$ cat src/rtl/ohlc_pkg.sv
// Shared types and constants of the OHLC candle aggregator.
`default_nettype none

package ohlc_pkg;

    localparam int INST_W   = 4;
    localparam int PRICE_W  = 32;
    localparam int TIME_W   = 32;
    localparam int RATIO_W  = 14;
    localparam int PERIOD_W = 17;
    localparam int DIV_W    = 32;
    localparam int PROD_W   = PRICE_W + RATIO_W;

    localparam logic [PERIOD_W-1:0] PERIOD_RESET = PERIOD_W'(900);
    localparam logic [RATIO_W-1:0]  RATIO_SCALE  = RATIO_W'(10000);

    // Index of the last two-bit step for each kind of division.
    localparam logic [3:0] PAIRS_RATIO = 4'd6;
    localparam logic [3:0] PAIRS_TIME  = 4'd15;

    typedef struct packed {
        logic [INST_W-1:0]  instrument;
        logic [PRICE_W-1:0] price;
        logic [TIME_W-1:0]  time_seconds;
    } t_tick;

    typedef struct packed {
        logic [INST_W-1:0]  which_instrument;
        logic [PRICE_W-1:0] open_price;
        logic [PRICE_W-1:0] high_price;
        logic [PRICE_W-1:0] low_price;
        logic [PRICE_W-1:0] close_price;
        logic               is_green;
        logic [RATIO_W-1:0] body_ratio;
        logic [RATIO_W-1:0] wick_ratio;
        logic [RATIO_W-1:0] range_ratio;
        logic [PRICE_W-1:0] day_high;
        logic [PRICE_W-1:0] day_low;
    } t_candle;

    // One instrument's stored state.
    typedef struct packed {
        logic [PRICE_W-1:0] open_p;
        logic [PRICE_W-1:0] high_p;
        logic [PRICE_W-1:0] low_p;
        logic [TIME_W-1:0]  end_time;
        logic [PRICE_W-1:0] day_hi;
        logic [PRICE_W-1:0] day_lo;
    } t_entry;

    typedef struct packed {
        logic             start;
        logic [DIV_W-1:0] rem_init;
        logic [DIV_W-1:0] sh_init;
        logic [DIV_W-1:0] divisor;
        logic [3:0]       last_pair;
    } t_div_cmd;

    typedef struct packed {
        logic             busy;
        logic             done;
        logic [DIV_W-1:0] quo;
        logic [DIV_W-1:0] rem;
    } t_div_rsp;

endpackage

`default_nettype wire

$ cat src/rtl/ohlc_mem.sv
// Per-instrument state memory with a seen flag for each entry.
`default_nettype none

module ohlc_mem #(
    parameter int DEPTH = 16,
    parameter int AW    = 4
) (
    input  logic             i_clk,
    input  logic             i_rst_n,
    input  logic             i_wr_en,
    input  logic [AW-1:0]    i_wr_addr,
    input  ohlc_pkg::t_entry i_wr_data,
    input  logic             i_rd_en,
    input  logic [AW-1:0]    i_rd_addr,
    output ohlc_pkg::t_entry o_rd_data,
    output logic             o_rd_seen
);
    import ohlc_pkg::*;

    t_entry           r_mem [DEPTH];
    logic [DEPTH-1:0] r_seen;
    t_entry           r_rd_data;
    logic             r_rd_seen;

    always_ff @(posedge i_clk) begin
        if (i_wr_en) begin
            r_mem[i_wr_addr] <= i_wr_data;
        end
        if (i_rd_en) begin
            r_rd_data <= r_mem[i_rd_addr];
        end
    end

    // The seen flags mark entries that hold data; reset clears them all at once.
    always_ff @(posedge i_clk) begin
        if (!i_rst_n) begin
            r_seen    <= '0;
            r_rd_seen <= 1'b0;
        end else begin
            if (i_wr_en) begin
                r_seen[i_wr_addr] <= 1'b1;
            end
            if (i_rd_en) begin
                r_rd_seen <= r_seen[i_rd_addr];
            end
        end
    end

    assign o_rd_data = r_rd_data;
    assign o_rd_seen = r_rd_seen;

endmodule

`default_nettype wire

$ cat config.mk
export PLATFORM = sky130hd
export DESIGN_NAME = ohlc_mem
export DESIGN_NICKNAME = d
export VERILOG_FILES = /design/src/rtl/ohlc_pkg.sv /design/src/rtl/ohlc_mem.sv
export SDC_FILE = /design/constraint.sdc
export NUM_CORES = 2
export LEC_CHECK = 0
export BUFFER_PORTS_ARGS = -buffer_cell sky130_fd_sc_hd__buf_2
export CORE_MARGIN = 1.5
export CORE_UTILIZATION = 61
export CTS_BUF_LIST = sky130_fd_sc_hd__clkbuf_8 sky130_fd_sc_hd__clkbuf_16
export CTS_CLUSTER_DIAMETER = 60
export CTS_CLUSTER_SIZE = 24
export DETAILED_ROUTE_END_ITERATION = 6
export PLACE_DENSITY = 0.78
export SETUP_SLACK_MARGIN = 0.15
export SLEW_MARGIN = 20
export SYNTH_ARGS = -nofsm -noshare
export SYNTH_HDL_FRONTEND = slang
export SYNTH_SLANG_ARGS = --single-unit
$ cat constraint.sdc
create_clock -name i_clk -period 17.7 [get_ports i_clk]
set_input_delay 0.885 -clock i_clk [delete_from_list [all_inputs] [get_ports i_clk]]
set_output_delay 0.885 -clock i_clk [all_outputs]
set_load 0.02 [all_outputs]
# After elaboration in Yosys (flattened, before gate mapping)
# Memories as Yosys holds them, arrays and structs flattened. A register that Yosys moved wholly into a read port is not among the register bits.
# Index checks and enable logic that the tools add are counted.
[totals]
romBits = 0
memories = 1
latch_bits = 0
ramBits = 3072
in_bits = 204
ff_bits = 17
output_inout_bits = 193
[memory_table]
columns = ["memory", "words", "width", "read_ports", "rd_ports_with_merged_regs", "wr", "line_no", "text"]
rows = [
  ["r_mem", 16, 192, 1, 1, 1, "ohlc_mem.sv:20", "t_entry r_mem [DEPTH];"],
]
[op_classes]
order_cmp = 3
n_eq_ne = 0
n_addsub = 0
bitwise = 1
div_mod_pow = 0
mul = 0
shift = 0
muxes = 6
reduce_logical = 1
[op_table]
columns = ["operator", "count"]
rows = [
  ["$or 16x16->16", 1],
  ["$lt 4x5->1 const B", 2],
  ["$bmux 1 s4", 1],
  ["$demux 1 s4", 1],
  ["$ge 4x1->1 const B", 1],
  ["$mux 1", 4],
  ["$logic_and 1x1->1", 1],
]

# Depth between registers and ports, before layout
[depth]
word_depth = 5
mapped_depth = 8

# Least setup slack after synthesis
# Ideal clock, no wire load.
[synth_timing]
path_kind = "input to register"
start = "in i_wr_addr[2]"
end = "mem r_mem[0][0] (netlist name) (enable)"
path_stages = 2
t_arrival_ns = 14.379
required_ns = 16.716
path_buffers = 0
slack_ns = 2.337
cell_sequence = "or3b_2 nor3_1"
[synth_lines]
columns = ["item", "line_no", "text"]
rows = [
  ["start, declared", "ohlc_mem.sv:11", "input logic [AW-1:0] i_wr_addr,"],
  ["end, declared", "ohlc_mem.sv:20", ""],
]
# No word-level cell before the write port.

==> impl_metrics.csv <==
group,metric,value,unit
floorplan,fp.dieH,450,um
sta,fin_crit,4.42,ns
critical_path,path_class,"primary input to register",
clocking,clock_path_buffers,3,
sta,skew,0.0341,ns
layout,area_growth,9.29,%
synth,synth.top_cells.by_count,"edfxtp_1, mux4_2, clkbuf_1, buf_2, mux2i_1",
clocking,cts_made_buffers,184,
sta,finalSetupViolCount,0,
critical_path,path_max_fanout,103,
hold_path,min_path_type,"primary input to register",
route,first_pass_iters,6,
flow_run,max_cap_viol_count,0,
floorplan,start_util,61.5,%
layout,fin_nets,5327,
sta,slew_headroom,23.7,%
synth,synth-async-reset-ratio,0,%
sta,slew_violations,0,
sta,hold_ws,0.378,ns
sta,rsz0062_at_grt,"false",
clocking,ctsResizeCount,0,
pwr,powerDensity,107,nW/um^2
critical_path,arrival,4.98,ns
placement,dpl.hpwl,130,mm
layout,drive_gt1_share,32.6,%
synth,synth_top_cell_area_share,80.5,%
global_route,grt_overflow,0,
clocking,clk_latency,0.87,ns
floorplan,die_w,450,um
synth,ys_seq_area_share,80.8,%
critical_path,crit_path_start_kind,"primary input",
sta,fin_crit_sh,24.9,%
clocking,post-cts-setup-buffer-count,0,
sta,worst_pin_slew,1.15,ns
status,status,"completed",
pwr,combPwrFrac,5.5,%
pwr,max-vdd-ir-drop,0.0951,mV
floorplan,dieArea,202000,um^2
synth,synth.most_common_cell,"edfxtp_1",
route,first_iter_violations,6079,
clocking,cts_hold_buf,0,
pwr,p_sw_share,21.5,%
pwr,power.leakage,41.2,nW
synth,synth-edff-count,3264,
synth,ys.flop_type,"edfxtp_1",
route,wire_per_inst,33.9,um
clocking,cts-root-buf,"clkbuf_16",
pwr,p_int,11.1,mW
route,vias,53323,
layout,nFillCells,11755,
floorplan,io_pins,397,
synth,synth_area_per_cell,26.0,um^2
clocking,clk_pin_slew,0.09,ns
placement,placement.io_buffers,396,
critical_path,critPathRequiredTime,18.26,ns
floorplan,core,198000,um^2
synth,synth_fp_nets,4885,
route,routed_wl,269,mm
sta,setup_tns,0,ns
clocking,cts_tree,"yes",
floorplan,rows,163,
route,viasPerCell,6.73,
critical_path,crit_path_end_kind,"register",
synth,synth.area.top_cells,"edfxtp_1, mux4_2, mux2i_1",
sta,hold_viol_final,0,
clocking,htreeDepth,4,
synth,synth_top_area_cell,"edfxtp_1",
synth,yosys_warnings,0,
route,ant_nets,0,
global_route,grt_pass1_wl,388,mm
synth,yosysUniqueCellTypes,24,
synth,syn-cell-area,122000,um^2
global_route,grt_antenna_before_repair,67,
pwr,p_sw,3.05,mW
clocking,cts.sinks,3281,
sta,max_freq,226,MHz
global_route,grtUsageTotal,26.9,%
placement,gp_congestion,0.745,
synth,ys_ff_latch,3281,
pwr,pwr-share-seq,62.0,%
synth,synthCells,4681,
global_route,grt_pass1_vias,54477,
global_route,grt_max_degree,132,
route,drc,0,
pwr,clkPwrFrac,32.5,%
logic make-up (layout without fill, tap and decap cells):
| family | Yosys count | in the layout | synth area share [%] |
|---|---|---|---|
| AND/OR/NAND/NOR | 79 | 79 | 0.372 |
| multiplexers | 966 | 966 | 17.3 |
| AO/OA/AOI/OAI | 120 | 120 | 0.640 |
| buffers and inverters | 235 | 804 | 0.863 |
| other | 0 | 29 | 0 |
| flip-flops | 3281 | 3281 | 80.8 |
placed cells by master (no fill, tap or decap), drive strengths merged, types with 3 or more instances in the layout:
| master | count |
|---|---|
| nor3 | 4 |
| dfxtp | 17 |
| a211oi | 50 |
| edfxtp | 3264 |
| diode | 29 |
| o21a | 16 |
| nor2 | 14 |
| nor2b | 51 |
| clkbuf | 188 |
| clkinvlp | 16 |
| nand3b | 3 |
| bufinv | 4 |
| a21oi | 50 |
| buf | 490 |
| inv | 49 |
| mux4 | 912 |
| mux2i | 54 |
| clkinv | 57 |
cell type report:
class | count | area, um^2 | share of cell area (%)
clock buffer | 188 | 4700 | 3.54
antenna | 29 | 72.6 | 0.0546
multi-input combinational | 1165 | 22400 | 16.9
tap | 2640 | 3300 | 2.48
timing repair buffer | 490 | 2980 | 2.24
clock inverter | 125 | 1190 | 0.894
sequential | 3281 | 98400 | 73.9
inverter | 1 | 3.75 | 0.00282
worst max-delay path: stages:
cell and delay, ns:
buf_12 0.44, buf_4 0.80, buf_12 0.68, buf_4 0.83, mux4_2 0.60, nor2b_1 0.15
a211oi_1 0.26, a21oi_1 0.07
state kept, by name, summed over array words and instances, names as in the netlist:
signal     cells
o_rd_seen      1
r_seen        16
o_rd_data    192
r_mem       3072
power groups by stage:
stage                     Sequential [mW]  Clock (mW)  Combinational, mW
final                                8.79        4.61              0.780
after global placement               8.96           0              0.769
after CTS                            8.80        4.68              0.793
after global routing                 8.81        4.93              0.829
after detailed placement             8.97           0              0.789
after floorplan                      9.03           0              0.427
final timing paths:
check / end / cells after the start / startpoint / slack, ns
setup reg to reg: o_rd_data[5] / 2 / r_mem[12][5] / 15.93
hold reg to reg: r_seen[15] / 1 / r_seen[15] / 0.47
hold / removal: r_mem[13][106] / 1 / i_wr_data[106] / 0.38
setup / recovery: o_rd_data[126] / 8 / i_rd_addr[0] / 13.28
routing by layer:
metal	up-vias	global-route usage, %	share of wire, %	wire (um)
met1	28958	36.4	37	99400
met3	446	4.02	7.2	19400
met2	2637	45.3	52	140000
li1	21248	-	-	-
met4	34	9.81	3.6	9570
met5	-	0	0.080	214
stage by stage:
step	cell area [um^2]	setup WS, ns	util [%]	power [mW]	std cells
after floorplan	122000	2.34	-	9.45	4681
after global placement	127000	12.18	64.2	9.73	7577
after detailed placement	127000	12.12	64.2	9.76	7577
after CTS	133000	13.09	67.2	14.3	7890
after global routing	133000	12.79	67.2	14.6	7911
final	133000	13.28	67.2	14.2	7919
(Power assumes the default switching activity.)
