<file path="src/rtl/ohlc_pkg.sv">
// Shared types and constants of the OHLC candle aggregator.
`default_nettype none

package ohlc_pkg;

    localparam int INST_W   = 4;
    localparam int PRICE_W  = 32;
    localparam int TIME_W   = 32;
    localparam int RATIO_W  = 14;
    localparam int PERIOD_W = 17;
    localparam int DIV_W    = 32;
    localparam int PROD_W   = PRICE_W + RATIO_W;

    localparam logic [PERIOD_W-1:0] PERIOD_RESET = PERIOD_W'(900);
    localparam logic [RATIO_W-1:0]  RATIO_SCALE  = RATIO_W'(10000);

    // Index of the last two-bit step for each kind of division.
    localparam logic [3:0] PAIRS_RATIO = 4'd6;
    localparam logic [3:0] PAIRS_TIME  = 4'd15;

    typedef struct packed {
        logic [INST_W-1:0]  instrument;
        logic [PRICE_W-1:0] price;
        logic [TIME_W-1:0]  time_seconds;
    } t_tick;

    typedef struct packed {
        logic [INST_W-1:0]  which_instrument;
        logic [PRICE_W-1:0] open_price;
        logic [PRICE_W-1:0] high_price;
        logic [PRICE_W-1:0] low_price;
        logic [PRICE_W-1:0] close_price;
        logic               is_green;
        logic [RATIO_W-1:0] body_ratio;
        logic [RATIO_W-1:0] wick_ratio;
        logic [RATIO_W-1:0] range_ratio;
        logic [PRICE_W-1:0] day_high;
        logic [PRICE_W-1:0] day_low;
    } t_candle;

    // One instrument's stored state.
    typedef struct packed {
        logic [PRICE_W-1:0] open_p;
        logic [PRICE_W-1:0] high_p;
        logic [PRICE_W-1:0] low_p;
        logic [TIME_W-1:0]  end_time;
        logic [PRICE_W-1:0] day_hi;
        logic [PRICE_W-1:0] day_lo;
    } t_entry;

    typedef struct packed {
        logic             start;
        logic [DIV_W-1:0] rem_init;
        logic [DIV_W-1:0] sh_init;
        logic [DIV_W-1:0] divisor;
        logic [3:0]       last_pair;
    } t_div_cmd;

    typedef struct packed {
        logic             busy;
        logic             done;
        logic [DIV_W-1:0] quo;
        logic [DIV_W-1:0] rem;
    } t_div_rsp;

endpackage

`default_nettype wire

</file>
<file path="src/rtl/ohlc_div.sv">
// Shared restoring divider, two quotient bits per cycle.
`default_nettype none

module ohlc_div (
    input  logic              i_clk,
    input  logic              i_rst_n,
    input  ohlc_pkg::t_div_cmd i_cmd,
    output ohlc_pkg::t_div_rsp o_rsp
);
    import ohlc_pkg::*;

    logic [DIV_W-1:0] r_rem;
    logic [DIV_W-1:0] r_sh;
    logic [DIV_W-1:0] r_div;
    logic [3:0]       r_cnt;
    logic             r_busy;
    logic             r_done;

    logic [DIV_W:0]   rem_a;
    logic [DIV_W:0]   rem_b;
    logic             ge_a;
    logic             ge_b;
    logic [DIV_W-1:0] rem1;
    logic [DIV_W-1:0] rem2;
    logic [DIV_W-1:0] sh1;
    logic [DIV_W-1:0] sh2;

    // The partial remainder stays below the divisor, so each shifted value fits in 33 bits.
    always_comb begin
        rem_a = {r_rem, r_sh[DIV_W-1]};
        ge_a  = rem_a >= {1'b0, r_div};
        rem1  = ge_a ? DIV_W'(rem_a - {1'b0, r_div}) : rem_a[DIV_W-1:0];
        sh1   = {r_sh[DIV_W-2:0], ge_a};
        rem_b = {rem1, sh1[DIV_W-1]};
        ge_b  = rem_b >= {1'b0, r_div};
        rem2  = ge_b ? DIV_W'(rem_b - {1'b0, r_div}) : rem_b[DIV_W-1:0];
        sh2   = {sh1[DIV_W-2:0], ge_b};
    end

    always_ff @(posedge i_clk) begin
        if (!i_rst_n) begin
            r_busy <= 1'b0;
            r_done <= 1'b0;
            r_cnt  <= '0;
        end else begin
            r_done <= 1'b0;
            if (i_cmd.start) begin
                r_busy <= 1'b1;
                r_cnt  <= i_cmd.last_pair;
            end else if (r_busy) begin
                r_cnt <= r_cnt - 4'd1;
                if (r_cnt == 4'd0) begin
                    r_busy <= 1'b0;
                    r_done <= 1'b1;
                end
            end
        end
    end

    always_ff @(posedge i_clk) begin
        if (i_cmd.start) begin
            r_rem <= i_cmd.rem_init;
            r_sh  <= i_cmd.sh_init;
            r_div <= i_cmd.divisor;
        end else if (r_busy) begin
            r_rem <= rem2;
            r_sh  <= sh2;
        end
    end

    assign o_rsp = '{busy: r_busy, done: r_done, quo: r_sh, rem: r_rem};

endmodule

`default_nettype wire

</file>
<file path="config.mk">
export PLATFORM = sky130hd
export DESIGN_NAME = ohlc_div
export DESIGN_NICKNAME = d
export VERILOG_FILES = /design/src/rtl/ohlc_pkg.sv /design/src/rtl/ohlc_div.sv
export SDC_FILE = /design/constraint.sdc
export NUM_CORES = 1
export LEC_CHECK = 0
export ABC_AREA = 1
export BUFFER_PORTS_ARGS = -buffer_cell sky130_fd_sc_hd__buf_2
export CAP_MARGIN = 20
export CORE_AREA = 2 2 128 130
export CTS_BUF_LIST = sky130_fd_sc_hd__clkbuf_4 sky130_fd_sc_hd__clkbuf_8 sky130_fd_sc_hd__clkbuf_16
export DETAILED_ROUTE_END_ITERATION = 16
export DIE_AREA = 0 0 130 132
export GPL_ROUTABILITY_DRIVEN = 0
export HOLD_SLACK_MARGIN = 0.08
export PLACE_DENSITY = 0.87
export SYNTH_ARGS = -nofsm -noshare
export SYNTH_HDL_FRONTEND = slang
export SYNTH_SLANG_ARGS = --single-unit
</file>
<file path="constraint.sdc">
create_clock -name i_clk -period 5.8 [get_ports i_clk]
set_input_delay 1.16 -clock i_clk [delete_from_list [all_inputs] [get_ports i_clk]]
set_output_delay 1.16 -clock i_clk [all_outputs]
set_load 0.05 [all_outputs]
</file>
# [After elaboration in Yosys (flattened, before gate mapping)]
# Index checks and enable logic that the tools add are counted.
[word_totals] latch_bits=0 ram_bits=0 reg_bits=102 mem_bits_ro=0 input_bits=103 memories=0 elab_cells=28
[classes] n_shift=0 bitwise=2 reduce_logical=3 div_mod_pow=0 n_eq_ne=0 mul=0 addsub=3 magnitude_cmp=2 n_mux=12
[op_table] cell="$mux 32" n=6
[op_table] cell="$ge 33x32->1" n=2
[op_table] cell="$sub 32x32->32" n=2
[op_table] cell="$mux 4" n=2
[op_table] cell="$logic_not 4->1" n=1
[op_table] cell="$mux 1" n=4
[op_table] cell="$sub 4x1->4 const B" n=1
[op_table] cell="$reduce_or 3->1" n=1
[op_table] cell="$not 1->1" n=2
[op_table] cell="$reduce_bool 2->1" n=1

# [Longest topological paths before layout]
[logic_depth] word_depth=6 ltp_mapped=34

# [Least setup slack after synthesis]
# OpenSTA, ideal clock, no wires.
[synth_path] kind="reg-to-reg" startpoint="reg r_sh[31]" endpoint="reg r_rem[13], data pin" setup_ns=0.254 path_stages_with_launch=30 synth_period_minus_slack_ns=4.084 setup_slack_ns=1.716 required_time_ns=5.546 n_path_buf=1 t_arrival_ns=3.830 path_cell_list="edfxtp_1 > inv_1 > ha_1 > inv_1 > fa_1 > nand3_1 > nand3_1 > nand2_1 > nand2_1 > nand2_1 > nand2_1 > nand2_1 > nand3b_1 > nand2_1 > nand2_1 > o21ai_1 > inv_1 > ha_1 > nand2_1 > nor2_1 > inv_1 > o21ai_0 > a21oi_1 > nand2_1 > nand2_1 > nand3_4 > buf_6 > nand2_1 > nand3_1 > nand2_1"
[synth_between] elab_chain_cells=6 elab_cells_between_ends=8
[synth_rtl] element="start: declaration" line_no="ohlc_div.sv:13" source="logic [DIV_W-1:0] r_sh;"
[synth_rtl] element="start signal: assignment" line_no="ohlc_div.sv:63" source="r_sh <= i_cmd.sh_init;"
[synth_rtl] element="$sub 32x32->32 / $ge 33x32->1 (equally long branches)" line_no="ohlc_div.sv:32, ohlc_div.sv:31"
[synth_rtl] element="$mux 32 *" line_no="ohlc_div.sv:32" source="rem1 = ge_a ? DIV_W'(rem_a - {1'b0, r_div}) : rem_a[DIV_W-1:0];"
[synth_rtl] element="$sub 32x32->32 / $ge 33x32->1 (equally long branches)" line_no="ohlc_div.sv:36, ohlc_div.sv:35"
[synth_rtl] element="$mux 32 *" line_no="ohlc_div.sv:36" source="rem2 = ge_b ? DIV_W'(rem_b - {1'b0, r_div}) : rem_b[DIV_W-1:0];"
[synth_rtl] element="$mux 32 *" line_no="ohlc_div.sv:65" source="end else if (r_busy) begin"
[synth_rtl] element="$mux 32 *" line_no="ohlc_div.sv:61" source="if (i_cmd.start) begin"
[synth_rtl] element="end signal: assignment" line_no="ohlc_div.sv:62" source="r_rem <= i_cmd.rem_init;"
[synth_rtl] element="end signal: assignment" line_no="ohlc_div.sv:66" source="r_rem <= rem2;"
[synth_rtl] element="end: declaration" line_no="ohlc_div.sv:12" source="logic [DIV_W-1:0] r_rem;"
# Every way passes the cells marked *; elsewhere a longest branch is shown, timed or not. The select of a mux whose other input is x is not followed.
# A chain may end at the register's enable or synchronous reset.

# [Worst setup path in the final report]
[layout_path] startpoint="reg r_rem[1]" endpoint="reg r_rem[0], data pin"
[layout_between] elab_chain_cells=6 elab_cells_between_ends=7
[layout_rtl] element="$sub 32x32->32 / $ge 33x32->1 (equally long branches)" line_no="ohlc_div.sv:32, ohlc_div.sv:31"
[layout_rtl] element="$mux 32 *" line_no="ohlc_div.sv:32"
[layout_rtl] element="$ge 33x32->1 *" line_no="ohlc_div.sv:35" source="ge_b = rem_b >= {1'b0, r_div};"
[layout_rtl] element="$mux 32 *" line_no="ohlc_div.sv:36"
[layout_rtl] element="$mux 32 *" line_no="ohlc_div.sv:65"
[layout_rtl] element="$mux 32 *" line_no="ohlc_div.sv:61"
# Marked as above.

==> impl_results.md <==
- CTS Buf Count: 9
- CP max FO: 54
- Setup tns final: 0 ns
- Standard-cell rows: 46
- Clk_lat worst skew: 0.37 ns
- Syn Inst Count: 1385
- CP required: 5.92 ns
- CTS tree: yes
- Post-layout min period: 5.10 ns
- Via-per-instance ratio: 5.65
- Worst setup EP type: flop
- Port buffer count: 168
- Worst slew pin tran: 0.651 ns
- Post-DP HPWL: 22200 um
- Fmax: 196 MHz
- Slew margin rel.: 56.2%
- Register bit total from synthesis: 102
- Vias: 9933
- CTS H-Tree Depth: 3
- Yosys Warn Count: 0
- CTS resizes: 0
- Clk root buf: clkbuf_16
- Mean post-synth cell area: 6.76 um2
- Drc violations: 0
- Initial Util: 59.6%
- Max cap viols: 0
- Ys async rst share: 0%
- Status: completed
- DR WL/cell: 16.0 um
- Number of global-route vias before repair: 9532
- Die Area: 17200 um2
- Synth Flop Type: edfxtp_1
- Period utilisation layout: 87.9%
- Drt total wl: 28100 um
- Initial antenna violation count: 0
- Most frequent cells in the layout: nand2_1 (532), inv_1 (210), buf_2 (167)
- Layout cells sized above 1: 14.8%
- Gr ovfl total: 0
- Worst Hold Class: flop to flop
- Worst-path clk slew: 0.09 ns
- Largest net degree at the start of global routing: 69
- Synth Area in Adders: 9.11%
- First-pass GRT wire length: 45300 um
- Synth Area in XOR/XNOR: 4.11%
- CP Data Arrival Time: 5.22 ns
- Syn nets: 1555
- RSZ-0062 raised after global routing: no
- Compound-Gate Fraction of Synth Area: 8.18%
- Initial DRT Pass Iterations: 6
- Drt initial violations: 1107
- Register area share after synthesis: 32.1%
- Setup crit start kind: flop
- Post-CTS Hold Buffers: 0
- Cell area after synthesis: 9370 um2
- GRT Overall Usage: 33.3%
- Area grow syn2layout: 13.6%
- Final ANT Viol Nets: 0
- Simple logic cell fraction of the synthesized area: 35.7%
- Commonest non-fill, non-tap cell in the layout: nand2_1
- I/O Pins: 169
- Library cells used by synthesis: 44
- Nets: 1708
- CTS Sinks: 102
- Mux share of post-synthesis cell area: 0%
- Post-CTS Setup Bufs: 0
- Hold Vio Cnt, Final: 0
- Die H: 132 um
- CP Class: flop to flop
- Final slew viol count: 0
- Clock buffer depth: 2
- # setup viols final: 0
- Util after Layout: 67.7%
- Post-synth EDFFs: 96
- Antenna fix cells: 0
- DIE WIDTH: 130 um
- Area of the core: 15700 um2
- Main combinational cell family by area after synthesis: simple AND/OR/NAND/NOR gates
- Final Skew: 0.0138 ns
state kept, by name, indices dropped and copies added (netlist names):
name    cells
r_done      1
r_busy      1
r_rem      32
r_cnt       4
r_div      32
r_sh       32
worst max-delay path, cell delays in order (launching register included):
cell	delay [ns]
edfxtp_1	0.45
ha_1	0.43
nand2_1	0.11
nor2_1	0.23
nand4_1	0.15
nor2_1	0.14
nand3_1	0.10
nand2_2	0.13
inv_2	0.07
nand2_4	0.40
nand2_1	0.16
o21ai_0	0.15
inv_1	0.08
ha_1	0.34
a21o_1	0.22
a21oi_1	0.12
nand2_1	0.13
nand2_1	0.08
nand2_1	0.12
nand4_1	0.11
nand2_1	0.09
nand2_1	0.08
buf_4	0.24
nand3_4	0.37
nand3b_1	0.23
nand3_1	0.08
area by class of cell:
type | count | area, um2
multi-input cells | 1032 | 5350
fillers | 1364 | 5080
flip-flops and latches | 102 | 3000
repair buffers | 173 | 893
inverters | 220 | 826
well taps | 216 | 270
clock buffers | 9 | 225
clock inverters | 7 | 67.6
per-layer routing:
layer	vias up	global-route usage [%]	wire length, um
met3	119	8.93	3120
met1	4448	41.6	10800
met2	631	53.1	13000
met5	-	0	0
li1	4735	-	-
met4	0	16.4	1290
cell usage after synthesis, types with 2 or more instances:
| cell | instances | area, um2 |
|---|---|---|
| nand2_1 | 532 | 2000 |
| nand2_2 | 9 | 56.3 |
| o211ai_1 | 4 | 30.0 |
| a211oi_1 | 2 | 15.0 |
| nor2_4 | 2 | 22.5 |
| nand2_4 | 3 | 33.8 |
| nor3_1 | 9 | 45.0 |
| a21oi_1 | 52 | 260 |
| o21ai_0 | 34 | 170 |
| clkbuf_1 | 11 | 41.3 |
| fa_1 | 2 | 40.0 |
| inv_1 | 212 | 796 |
| inv_2 | 8 | 30.0 |
| a21o_1 | 6 | 45.0 |
| and2_1 | 3 | 18.8 |
| ha_1 | 65 | 813 |
| o21a_1 | 2 | 15.0 |
| nand3_4 | 2 | 35.0 |
| nand3b_1 | 9 | 67.6 |
| nor4_1 | 2 | 12.5 |
| buf_1 | 4 | 15.0 |
| a21oi_2 | 3 | 26.3 |
| buf_4 | 5 | 37.5 |
| buf_2 | 5 | 25.0 |
| nand3_1 | 111 | 556 |
| edfxtp_1 | 96 | 2880 |
| nor2_2 | 2 | 12.5 |
| xnor2_1 | 31 | 272 |
| dfxtp_1 | 6 | 120 |
| nor3_2 | 4 | 40.0 |
| nand4_1 | 17 | 106 |
| xor2_1 | 13 | 114 |
| nor2_1 | 79 | 297 |
| a31oi_1 | 5 | 31.3 |
| o21ai_1 | 13 | 65.1 |
| buf_6 | 6 | 67.6 |
| o21bai_1 | 9 | 67.6 |
kinds of logic (layout without fill, tap and decap cells):
kind of cell | count (synthesis) | in the layout
and+or+nand+nor | 787 | 787
AOI/OAI and AO/OA | 134 | 134
xor gates and xnor gates | 44 | 44
adders and majority gates | 67 | 67
DFF | 102 | 102
buffers and inverters | 251 | 409
path summary, 6_finish.rpt:
path | from | endpoint | slack (ns) | cells past startpoint
min reg2reg | r_cnt[3] | r_cnt[3] | 0.49 | 2
max reg2reg | r_rem[1] | r_rem[0] | 0.70 | 25
min | r_cnt[3] | r_cnt[3] | 0.49 | 2
max | r_rem[1] | r_rem[0] | 0.70 | 25
metrics by stage:
stage / instances / setup slack (ns) / hold slack (ns) / instance area (um2)
2_1_floorplan: 1385 / 1.72 / 0.456 / 9370
3_3_place_gp: 1742 / 0.920 / 0.471 / 10300
3_5_place_dp: 1742 / 0.881 / 0.478 / 10300
4_1_cts: 1758 / 0.861 / 0.489 / 10600
5_1_grt: 1759 / 0.311 / 0.556 / 10600
6_report: 1759 / 0.704 / 0.489 / 10600
Power is not shown: default switching activity piles up to over one toggle a cycle in this logic, so the estimate is an artifact.
